$ cat config.mk
export PLATFORM = sky130hd
export DESIGN_NAME = qrv_div
export DESIGN_NICKNAME = d
export VERILOG_FILES = /design/src/rtl/qrv_pkg.sv /design/src/rtl/qrv_div.sv
export SDC_FILE = /design/constraint.sdc
export NUM_CORES = 2
export LEC_CHECK = 0
export BUFFER_PORTS_ARGS = -buffer_cell sky130_fd_sc_hd__buf_2
export CORE_UTILIZATION = 43
export CTS_CLUSTER_DIAMETER = 100
export CTS_CLUSTER_SIZE = 12
export DETAILED_ROUTE_END_ITERATION = 8
export GPL_TIMING_DRIVEN = 0
export HOLD_SLACK_MARGIN = 0.06
export PLACE_DENSITY = 0.65
export SYNTH_ARGS = -nofsm -noshare
export SYNTH_HDL_FRONTEND = slang
export SYNTH_SLANG_ARGS = --single-unit
export TNS_END_PERCENT = 1
$ cat constraint.sdc
create_clock -name clk -period 5.3 [get_ports clk]
set_clock_uncertainty 0.1 [all_clocks]
set_input_delay 0.795 -clock clk [delete_from_list [all_inputs] [get_ports clk]]
set_output_delay 0.795 -clock clk [all_outputs]
set_load 0.1 [all_outputs]
$ cat src/rtl/qrv_pkg.sv
// shared widths, constants and helpers for the quaternion vector rotation block
// no dependencies
package qrv_pkg;

    localparam int FRAC_BITS_DEF = 16;
    localparam int DATA_W        = 32;
    localparam int THR_W         = 16;
    localparam int SQ_W          = 64;
    localparam int ROOT_W        = SQ_W / 2;
    localparam int QLEN_W        = ROOT_W + 1;
    localparam int SQRT_STAGES   = ROOT_W;

    // latency without the divider stages: input, square, sum, root, two products, scale
    localparam int PIPE_BASE     = 3 + SQRT_STAGES + 6;

    localparam logic [THR_W-1:0] THR_RESET = THR_W'(1);

    // magnitude of a signed word, most negative value included
    function automatic logic [DATA_W-1:0] mag32(input logic signed [DATA_W-1:0] x);
        return x[DATA_W-1] ? DATA_W'(-x) : DATA_W'(x);
    endfunction

endpackage

$ cat src/rtl/qrv_div.sv
// pipelined restoring divider for (|a| << frac) / den, one quotient bit per stage
// depends on qrv_pkg; quotient known to stay within frac+1 bits
module qrv_div #(
    parameter int FRAC_BITS = qrv_pkg::FRAC_BITS_DEF
) (
    input  logic                             clk,
    input  logic [qrv_pkg::DATA_W-1:0]       num,
    input  logic                             neg,
    input  logic [qrv_pkg::QLEN_W-1:0]       den,
    output logic signed [FRAC_BITS+1:0]      quo
);

    localparam int NS    = FRAC_BITS + 1;
    localparam int DEN_W = qrv_pkg::QLEN_W;
    localparam int REM_W = DEN_W + 1;

    logic [REM_W-1:0] rem_reg [NS];
    logic [NS-1:0]    q_reg   [NS];
    logic [DEN_W-1:0] den_reg [NS];
    logic             neg_reg [NS];

    for (genvar s = 0; s < NS; s++)
    begin : g_stage
        logic [REM_W-1:0] rem_prev, rem2, rem_next;
        logic [NS-1:0]    q_prev;
        logic [DEN_W-1:0] den_prev;
        logic             neg_prev, bit_in, ge;

        if (s == 0)
        begin : g_first
            assign rem_prev = REM_W'(num >> 1);
            assign q_prev   = '0;
            assign den_prev = den;
            assign neg_prev = neg;
            assign bit_in   = num[0];
        end
        else
        begin : g_rest
            assign rem_prev = rem_reg[s-1];
            assign q_prev   = q_reg[s-1];
            assign den_prev = den_reg[s-1];
            assign neg_prev = neg_reg[s-1];
            assign bit_in   = 1'b0;
        end

        always_comb
        begin
            rem2     = {rem_prev[REM_W-2:0], bit_in};
            ge       = rem2 >= {1'b0, den_prev};
            rem_next = ge ? rem2 - {1'b0, den_prev} : rem2;
        end

        always_ff @(posedge clk)
        begin
            rem_reg[s] <= rem_next;
            q_reg[s]   <= {q_prev[NS-2:0], ge};
            den_reg[s] <= den_prev;
            neg_reg[s] <= neg_prev;
        end
    end

    assign quo = neg_reg[NS-1] ? -$signed({1'b0, q_reg[NS-1]}) : $signed({1'b0, q_reg[NS-1]});

endmodule

### Word level (Yosys, flattened, before mapping)

Memories as Yosys holds them, arrays and structs flattened.
Cells that the tools add are included.

| cells by class | value |
|---|---|
| multiplexer cells | 18 |
| add/sub/neg operators | 18 |
| magnitude comparators | 17 |

Operator list:

| cell | number |
|---|---|
| $mux 34 | 17 |
| $ge 34x33->1 | 16 |
| $sub 34x33->34 | 16 |
| $sub 32x33->34 | 1 |
| $ge 32x33->1 | 1 |
| $mux 18 | 1 |
| $neg 17->18 | 1 |

| storage, ports and cells | value |
|---|---|
| output and inout bits | 18 |
| memories | 4 |
| bits in registers | 0 |
| logic and storage cells | 57 |
| bits of input ports | 67 |
| bits in writable memories | 1,445 |

Memory list:

| memory | depth | width | read ports | clocked after memory_dff | write ports | line | source |
|---|---|---|---|---|---|---|---|
| rem_reg | 17 | 34 | 16 | 0 | 17 | qrv_div.sv:17 | `logic [REM_W-1:0] rem_reg [NS];` |
| den_reg | 17 | 33 | 16 | 0 | 17 | qrv_div.sv:19 | `logic [DEN_W-1:0] den_reg [NS];` |
| q_reg | 17 | 17 | 17 | 0 | 17 | qrv_div.sv:18 | `logic [NS-1:0] q_reg [NS];` |
| neg_reg | 17 | 1 | 17 | 0 | 17 | qrv_div.sv:20 | `logic neg_reg [NS];` |

### Depth between registers and ports, before layout

An unclocked memory read counts as a cell.

| depth | value |
|---|---|
| depth after elaboration | 3 |
| depth in mapped cells | 16 |
| gate-level depth less buffers | 14 |

### Least setup slack after synthesis

No wires, ideal clock.

| timing | value |
|---|---|
| path kind | input-to-reg |
| start point | input num[0] (netlist name) |
| end point | memory rem_reg[0][10] (netlist name) |
| required time | 5.079 ns |
| stages | 14 |
| buffers on the path | 1 |
| arrival time | 3.725 ns |
| setup time | 0.121 ns |
| setup slack | 1.354 ns |
| cell sequence | inv_1 ha_1 fa_1 nor2b_1 o31ai_1 a211oi_1 nor4b_1 o41ai_2 a21oi_1 o21ai_1 o21ai_0 o41ai_1 buf_2 mux2_2 |

RTL lines:

| what | line | source |
|---|---|---|
| start, declared | qrv_div.sv:7 | `input logic [qrv_pkg::DATA_W-1:0] num,` |
| end, declared | qrv_div.sv:17 |  |

==> run metrics <==
status finished, final reports clean; fin. max-slew vios 0; hold path endpoint den_reg[0][9]; final wirelength 152000 um; worst hold path startpoint den[9]; type of origin of the critical path flip-flop; Static Leak between 0.03 and 0.04 uW; Max Cap Viol 0; syn_area_per_cell approximately 9 um2; Critical Path AT about 5.7 ns; post-route minimum period 5.16 ns; DR iter-0 viols about 1.9k; Syn. warnings 0; Slew HR about 8.6%; PortBufs 84; Vias approximately 45k; first-pass GRT wire length around 240000 um; worst slew pin tran between 1 and 1.5 ns; CTS root buffer clkbuf_16; ANT nets after route 0; worst reg-to-reg setup slack between 0.1 and 0.15 ns; number of antenna violations at the first check in global routing 3; Reg2Reg Depth 15; Hold Slack 0.114 ns; num rows between 100 and 150; pin count of the biggest net entering global routing 16; Layout area overhead 9.90%; WS Path Type reg2reg; Final period util just under 100%; critical path capture point type flip-flop; share of layout cells above drive strength 1 6.97%; vias in the first global route approximately 46k; IO Pins 85; Tot Pwr between 40000 and 50000 uW; worst hold stages 1; Gate Count Post-Synth between 6k and 7k; final net count 7399; Via density between 5 and 6; Initial Util a little over two fifths; FMAX ~0.19 GHz; CTS H-tree depth 3; Worst-Skew Late Latency 0.75 ns; pwr dens around 700 nW/um2; first drt pass iteration count 5; CTS tree done; Inserted Clock Buffers 112; Total Die Area around 140000 um2; post-synth top area cell dfxtp_1; core area roughly 140000 um2; Hold Fails Final Rpt 0; die width 374 um; clk slew on worst S/H paths approximately 0.06 ns; Avg WL per Cell 17.8 um; peak supply drop about 0.34 mV; post-synthesis register bit count roughly 1.2k; Hold Crit Class in2reg; clk sinks around 1.2k; GRT Overall Usage roughly a fifth; synth top area cells dfxtp_1, ha_1, a21oi_1; total grt overflow 0; die height about 370 um; number of synthesized flops with an enable pin 0; Net Count, Synth 7172; crit path max fanout 10; RePlAce Congestion just under 1; Post-synth top flop dfxtp_1; Post-Syn Area slightly below 60000 um2; post-synthesis cell type count 85; Finish-stage setup viols 0; Setup Fix Bufs, Post-CTS 0; r2r endpoint rem_reg[0][164]; drt drc 0; setup_tns 0 ns; Worst Path Required around 5.9 ns; DP HPWL 124000 um; r2r startpoint den_reg[0][101]; Yosys top cell area share between 40% and 50%; CTS max path bufs 3; RSZ-0062 raised after global routing false; Post-synth ARST share 0%; register area share after synthesis 41.1%
## through the flow
step	worst slack (ns)	cell area [um2]	cells	utilization, %
after global placement	0.0885	62300	8407	45.3
after floorplan	1.35	59700	6529	-
after CTS	0.0707	65600	8556	47.7
after global routing	0.00154	65600	8560	47.7
final	0.135	65600	8562	47.7
after detailed placement	0.123	62300	8407	45.3
## worst max-delay path by stage
stage / endpoint / start / cells past startpoint
final: rem_reg[0][164] / den_reg[0][101] / 15
after global routing: rem_reg[0][165] / den_reg[0][101] / 14
after CTS: rem_reg[0][333] / den_reg[0][266] / 14
after detailed placement: rem_reg[0][333] / den_reg[0][266] / 14
after global placement: rem_reg[0][333] / den_reg[0][266] / 14
after floorplan: rem_reg[0][10] / num[0] / 14
## layout by cell type, fill, tap and decap left out, drive strengths merged, types with 187 or more instances in the layout
master	instances
dfxtp	1226
a21o	282
a21oi	524
xnor2	282
clkbuf	240
nor2	337
inv	692
xor2	187
nand2	477
o21ai	453
ha	560
mux2	209
## synth_stat cells, drive strengths merged, types with 16 or more instances
library cell,instances
o21bai,78
clkbuf,126
and2,30
buf,34
or3,27
a31oi,47
mux2,209
nand2b,92
dfxtp,1226
ha,560
o21a,66
nor2b,98
inv,690
o31a,16
nand2,477
xor2,187
o211ai,32
a21o,282
nand4,87
and3,57
xnor2,282
or2,18
a21oi,524
nor2,337
a211o,16
a211oi,39
nand3,96
o31ai,47
fa,16
nor3,69
o21ai,453
a21boi,19
## power breakdown
group	total [uW]	switching (uW)	internal (uW)
clock	7070	3330	3740
sequential	13800	1570	12200
combinational	24200	13800	10400
## cell type report
class	count	area (um2)
diodes	6	15.0
flip-flops and latches	1226	24500
well taps	1794	2240
clock inverters	6	98.8
repair buffers	113	711
inverters	690	2590
clock buffers	114	2830
fillers	13000	71900
multi-input cells	4453	31800
plain buffers	160	693
## worst max-delay path, cell delays in order (launching register included)
cell	delay, ns
dfxtp_1	0.33
inv_1	0.05
ha_1	0.34
nor2b_1	0.17
o31ai_1	0.46
a211oi_1	0.29
nor3b_1	0.63
o21ai_0	0.16
a31oi_1	0.26
nand3b_1	0.26
a211oi_1	0.11
o32ai_1	0.47
clkbuf_1	0.47
clkbuf_1	0.76
nand2_1	0.14
o21ai_0	0.11
## metal layers
layer | global-route usage (%) | vias to the layer above | wire length, um
met1 | 18.7 | 20800 | 52700
met3 | 2.50 | 497 | 3660
li1 | - | 22900 | -
met5 | 0 | - | 0
met4 | 18.0 | 0 | 14200
met2 | 42.4 | 875 | 81500
## what timing repair did
| item | CTS | global route |
|---|---|---|
| hold endpoints to repair | 29 | 0 |
| resized for setup | 0 | 1 |
| hold buffers | 29 | 0 |
| setup endpoints to repair | 0 | 1 |
## logic make-up after synthesis
group | Yosys count | synth area share, %
AND/OR/NAND/NOR | 1442 | 11.5
multiplexers | 219 | 4.43
AO/OA/AOI/OAI | 1747 | 18.3
flip-flops | 1226 | 41.1
XOR/XNOR | 469 | 6.89
adder cells (fa/ha/maj) | 576 | 12.3
buffers and inverters | 850 | 5.50
Note: power is estimated with default switching activity, not from simulation.
