### src/rtl/qrv_pkg.sv
// shared widths, constants and helpers for the quaternion vector rotation block
// no dependencies
package qrv_pkg;

    localparam int FRAC_BITS_DEF = 16;
    localparam int DATA_W        = 32;
    localparam int THR_W         = 16;
    localparam int SQ_W          = 64;
    localparam int ROOT_W        = SQ_W / 2;
    localparam int QLEN_W        = ROOT_W + 1;
    localparam int SQRT_STAGES   = ROOT_W;

    // latency without the divider stages: input, square, sum, root, two products, scale
    localparam int PIPE_BASE     = 3 + SQRT_STAGES + 6;

    localparam logic [THR_W-1:0] THR_RESET = THR_W'(1);

    // magnitude of a signed word, most negative value included
    function automatic logic [DATA_W-1:0] mag32(input logic signed [DATA_W-1:0] x);
        return x[DATA_W-1] ? DATA_W'(-x) : DATA_W'(x);
    endfunction

endpackage

### src/rtl/qrv_scale.sv
// scale by the vector length with truncating shift and 32-bit saturation
// depends on qrv_pkg; two stages, the wide product split in two partial products
module qrv_scale #(
    parameter int FRAC_BITS = qrv_pkg::FRAC_BITS_DEF,
    parameter int TW        = 48
) (
    input  logic                              clk,
    input  logic signed [TW-1:0]              t,
    input  logic [qrv_pkg::ROOT_W-1:0]        len,
    output logic [qrv_pkg::DATA_W-1:0]        res
);

    localparam int LW   = qrv_pkg::ROOT_W;
    localparam int HI_W = TW - 32;
    localparam int FW   = TW + LW;

    logic [TW-1:0]        m;
    logic                 neg_reg;
    logic [31+LW:0]       plo_reg;
    logic [HI_W+LW-1:0]   phi_reg;
    logic [FW-1:0]        full, s;
    logic [31:0]          res_next, res_reg;

    assign m = t[TW-1] ? TW'(-t) : TW'(t);

    always_ff @(posedge clk)
    begin
        neg_reg <= t[TW-1];
        plo_reg <= m[31:0] * len;
        phi_reg <= m[TW-1:32] * len;
    end

    always_comb
    begin
        full = {phi_reg, 32'b0} + FW'(plo_reg);
        s    = full >> FRAC_BITS;
        if (neg_reg)
        begin
            res_next = (s > FW'(33'h0_8000_0000)) ? 32'h8000_0000 : ~s[31:0] + 32'd1;
        end
        else
        begin
            res_next = (s > FW'(32'h7FFF_FFFF)) ? 32'h7FFF_FFFF : s[31:0];
        end
    end

    always_ff @(posedge clk)
    begin
        res_reg <= res_next;
    end

    assign res = res_reg;

endmodule

### config.mk
export PLATFORM = sky130hd
export DESIGN_NAME = qrv_scale
export DESIGN_NICKNAME = d
export VERILOG_FILES = /design/src/rtl/qrv_pkg.sv /design/src/rtl/qrv_scale.sv
export SDC_FILE = /design/constraint.sdc
export NUM_CORES = 2
export LEC_CHECK = 0
export BUFFER_PORTS_ARGS = -buffer_cell sky130_fd_sc_hd__buf_2
export CAP_MARGIN = 40
export CORE_MARGIN = 2
export CORE_UTILIZATION = 60
export DETAILED_ROUTE_END_ITERATION = 8
export MAX_ROUTING_LAYER = met4
export PLACE_DENSITY = 0.77
export SETUP_SLACK_MARGIN = 0.2
export SYNTH_ARGS = -nofsm -noshare
export SYNTH_HDL_FRONTEND = slang
export SYNTH_SLANG_ARGS = --single-unit
### constraint.sdc
create_clock -name clk -period 20.6 [get_ports clk]
set_input_delay 4.12 -clock clk [delete_from_list [all_inputs] [get_ports clk]]
set_output_delay 4.12 -clock clk [all_outputs]
set_load 0.005 [all_outputs]
Word level (Yosys, flattened, before mapping)

Cells that the tools add are included.

Input bits: 81
Word-level logic and storage cells: 16
Output and inout bits: 32
Register bits after elaboration: 145

Multipliers: 2
Mux-type cells: 4
Bitwise operators: 1
Order comparisons: 2
Add/subtract/negate cells: 3

Operators by type and width:

| cell                                                 | count |
|---|---|
| 2-to-1 mux 32 bit                                    | 3 |
| adder 80 x 64 -> 80 bit                              | 1 |
| > comparator 64 x 31 -> 1 bit, second input constant | 1 |
| > comparator 64 x 32 -> 1 bit, second input constant | 1 |
| multiplier 32 x 32 -> 64 bit                         | 1 |
| multiplier 16 x 32 -> 48 bit                         | 1 |
| 2-to-1 mux 48 bit                                    | 1 |
| negator 48 bit                                       | 1 |
| adder 32 x 1 -> 32 bit, second input constant        | 1 |
| NOT 32 bit                                           | 1 |

Longest topological paths before layout

Depth in word-level cells: 5
Depth in mapped cells: 37
Depth with buffers taken out: 36

Worst setup path after synthesis

Ideal clock, no wire load.

Path type: input to register
From: input t[5]
To: register plo_reg[62]
Setup time: 0.122 ns
Stages: 31
Required time: 20.478 ns
Buffers on the path: 1
Setup slack: 6.928 ns
Arrival: 13.550 ns
Cells stage by stage: or4_1 or3_1 or3_1 or2_2 o41ai_1 xnor2_1 clkbuf_1 nand2_1 fa_1 fa_1 inv_1 fa_1 inv_1 fa_1 inv_1 fa_1 fa_1 fa_1 fa_1 ha_1 or2_2 a211oi_1 o41ai_1 a21oi_1 a311oi_1 a221o_1 a211oi_1 o21ai_0 a31oi_1 nand2_1 a311o_1

Word-level cells in the longest chain between the ends: 3

Ends and longest elaborated chain:

| item                             | line            | source |
|---|---|---|
| start, declared                  | qrv_scale.sv:8  | `input logic signed [TW-1:0] t,` |
| negator 48 bit                   | qrv_scale.sv:24 | `assign m = t[TW-1] ? TW'(-t) : TW'(t);` |
| 2-to-1 mux 48 bit (*)            | qrv_scale.sv:24 |  |
| multiplier 32 x 32 -> 64 bit (*) | qrv_scale.sv:29 | `plo_reg <= m[31:0] * len;` |
| end signal, assigned             | qrv_scale.sv:29 |  |
| end, declared                    | qrv_scale.sv:19 | `logic [31+LW:0] plo_reg;` |

Every way passes the cells marked *; elsewhere a longest branch is shown, timed or not.

Worst setup path after layout

From: input t[0]
To: register plo_reg[62]

Same word-level chain as after synthesis.

==> results.py <==
metrics = {
    "setup_path": {
        "rr_startpoint": "plo_reg[63]",
        "crit_arrival_ns": 15.50,
        "crit_path_end_kind": "flop",
        "reg2reg_depth": 15,
        "worstPathRequired_ns": 20.94,
        "regToRegSetupSlack_ns": 15.09,
        "cp_top_family": "adder cells",
        "crit_top_cell": "fa_1",
        "crit_type": "in2reg",
        "r2r-end": "res[12]",
        "crit_slowest_cell": "a311oi_1",
        "critPathLaunchType": "input pin",
        "path_buf_inv": 6,
        "worst-path-max-fanout": 33,
        "critPathMaxStageDelay_ns": 0.75,
    },
    "clock_tree": {
        "clk-insertion-delay-late_ns": 0.47,
        "ctsLongestPathBuffers": 2,
        "clk_pin_slew_ns": 0.06,
        "cts_tree": "built",
        "cts_hold_buf": 0,
        "cts_buffers": 17,
        "h-tree-depth": 4,
        "cts_resized": 0,
        "root_buffer": "clkbuf_16",
        "clock-sinks": 129,
        "cts_setup_buffers": 0,
    },
    "hold_path": {
        "hold_depth": 2,
        "min-delay-start": "plo_reg[16]",
        "worstHoldPathType": "reg2reg",
        "min_to": "res[0]",
    },
    "global_routing": {
        "gr-total-overflow": 0,
        "grt_pass1_wl_um": 243000,
        "grt_start_max_net_pins": 49,
        "grt_pass1_vias": 45400,
        "antenna_found_initial": 12,
        "grtUsageTotal_pct": 34.1,
    },
    "synthesis": {
        "postSynthAreaPerCell_sq_um": 8.92,
        "seq_area_frac_synth_pct": 4.68,
        "synth_nets": 7994,
        "synth-main-ff-cell": "dfxtp_1",
        "synth_edf_count": 0,
        "yosysUniqueCellTypes": 77,
        "ys_ff_latch": 129,
        "synth_area_sq_um": 55200,
        "synth_warnings": 0,
        "synthArstFlopShare_pct": 0,
        "synth_cells": 6185,
    },
    "cells_and_area": {
        "fin_nets": 7863,
        "mostFrequentLayoutCell": "inv_1",
        "syn_to_final_growth_pct": 4.29,
        "final_cell_mix": "1338 x inv_1, 1314 x fa_1, 886 x nand2_1",
        "layout-drive-gt1-share_pct": 5.16,
    },
    "die": {
        "core_sq_um": 91400,
        "ios": 113,
        "dieHeight_um": 307,
        "initial_core_util_pct": 60.4,
        "fp.dieW_um": 307,
        "dieArea_sq_um": 94400,
        "num_rows": 111,
    },
    "sta": {
        "hold_violations": 0,
        "max_freq_ghz": 0.0660,
        "setup_viol": 0,
        "fin_skew_ns": 0.0149,
        "tightest_slew_ns": 0.870,
        "drv_slew": 0,
        "tns_ns": 0,
        "period_needed_ns": 15.16,
        "rsz0062_at_grt": "false",
        "slew_headroom_pct": 41.6,
        "finalCritPeriodShare_pct": 73.6,
    },
    "detailed_routing": {
        "avgRoutedWirePerCell_um": 20.6,
        "via_count": 42300,
        "viasPerCell": 5.82,
        "drt-pass1-iter-count": 6,
        "postRouteAntennaNets": 0,
        "drc": 0,
        "initialDrtViolationCount": 3072,
        "drt-total-wl_um": 149000,
    },
    "place": {
        "place.gp.congestion": 0.933,
        "dp_hpwl_um": 113000,
        "io_buffers": 112,
    },
    "run_status": {
        "status": "finished, final reports clean",
    },
    "flow_run": {
        "maxCapViolCount": 0,
    },
}
cells in the mapped netlist, drive strengths merged (4+ instances only):
master	number	share of area, %
inv	1338	9.1
fa	1314	48
nand2	886	6.0
and2	744	8.4
ha	414	9.4
clkbuf	341	2.3
dfxtp	129	4.7
a21oi	120	1.1
xnor2	115	1.8
o21ai	93	0.84
nor2	92	0.63
a21o	72	0.98
nor3	46	0.43
xor2	37	0.59
nand3	30	0.27
nand4	30	0.34
o31ai	24	0.33
or3	24	0.27
and3	22	0.25
o21a	21	0.29
nand2b	20	0.23
nor2b	19	0.22
or4	19	0.27
o22ai	15	0.17
a211oi	14	0.19
a31oi	14	0.16
nor4	14	0.18
o211ai	12	0.17
o41ai	12	0.19
or2	12	0.14
a211o	10	0.16
o21bai	10	0.14
buf	9	0.093
mux2i	9	0.16
o31a	9	0.14
a21boi	8	0.11
o221ai	8	0.21
a221o	7	0.13
mux2	7	0.14
nand3b	6	0.082
a311oi	5	0.079
a2111oi	4	0.063
a41oi	4	0.063
and4	4	0.063
worst min-delay path, cell delays in order (launching register included):
cell	delay [ns]
dfxtp_1	0.30
inv_1	0.12
a21boi_1	0.09
layer usage:
metal	wire [um]	up-vias	track usage (%)	part of all wire [%]
met3	13300	527	6.57	8.9
met4	9190	0	17.8	6.1
li1	-	18100	-	-
met1	55200	21600	41.6	37
met2	71800	1996	54.3	48
met5	0	-	-	0
layout make-up:
cell class                 count  area (sq um)
tap                         1186          1480
fill                        7595         33800
sequential                   129          2580
multi-input combinational   4368         46600
antenna                        9          22.5
clock buffer                  17           425
inverter                    1338          5020
clock inverter                15           185
timing repair buffer         200          1220
logic make-up (layout without fill, tap and decap cells):
group,count (synthesis),count (layout),synth area share (%)
other,0,9,0
AO/OA/AOI/OAI,496,496,6.08
flip-flops,129,129,4.68
multiplexers,16,16,0.306
buffers and inverters,1688,1570,11.5
XOR/XNOR,152,152,2.41
AND/OR/NAND/NOR,1976,1976,17.9
adder cells (fa/ha/maj),1728,1728,57.1
how the worst max path moves through the flow:
stage,end,depth (start not counted),start,slack [ns]
after floorplan,plo_reg[62],31,t[5],6.93
after global placement,plo_reg[62],36,t[0],5.45
after detailed placement,plo_reg[62],35,t[0],5.16
after CTS,plo_reg[62],35,t[0],5.62
after global routing,plo_reg[62],35,t[0],4.99
final,plo_reg[62],35,t[0],5.44
metrics by stage:
stage | utilization [%] | cell area (sq um) | setup WS (ns) | hold slack, ns | std cells
finish | 63.0 | 57500 | 5.44 | 0.549 | 7262
global route | 63.0 | 57500 | 4.99 | 0.570 | 7259
CTS | 62.9 | 57500 | 5.62 | 0.553 | 7253
floorplan | - | 55200 | 6.93 | 0.456 | 6185
global placement | 62.3 | 56900 | 5.45 | 0.546 | 7219
detailed placement | 62.3 | 56900 | 5.16 | 0.550 | 7221
Power is left out: the tool's default activity adds up to more than one toggle a clock period on the data nets, which glitch-free logic cannot reach.
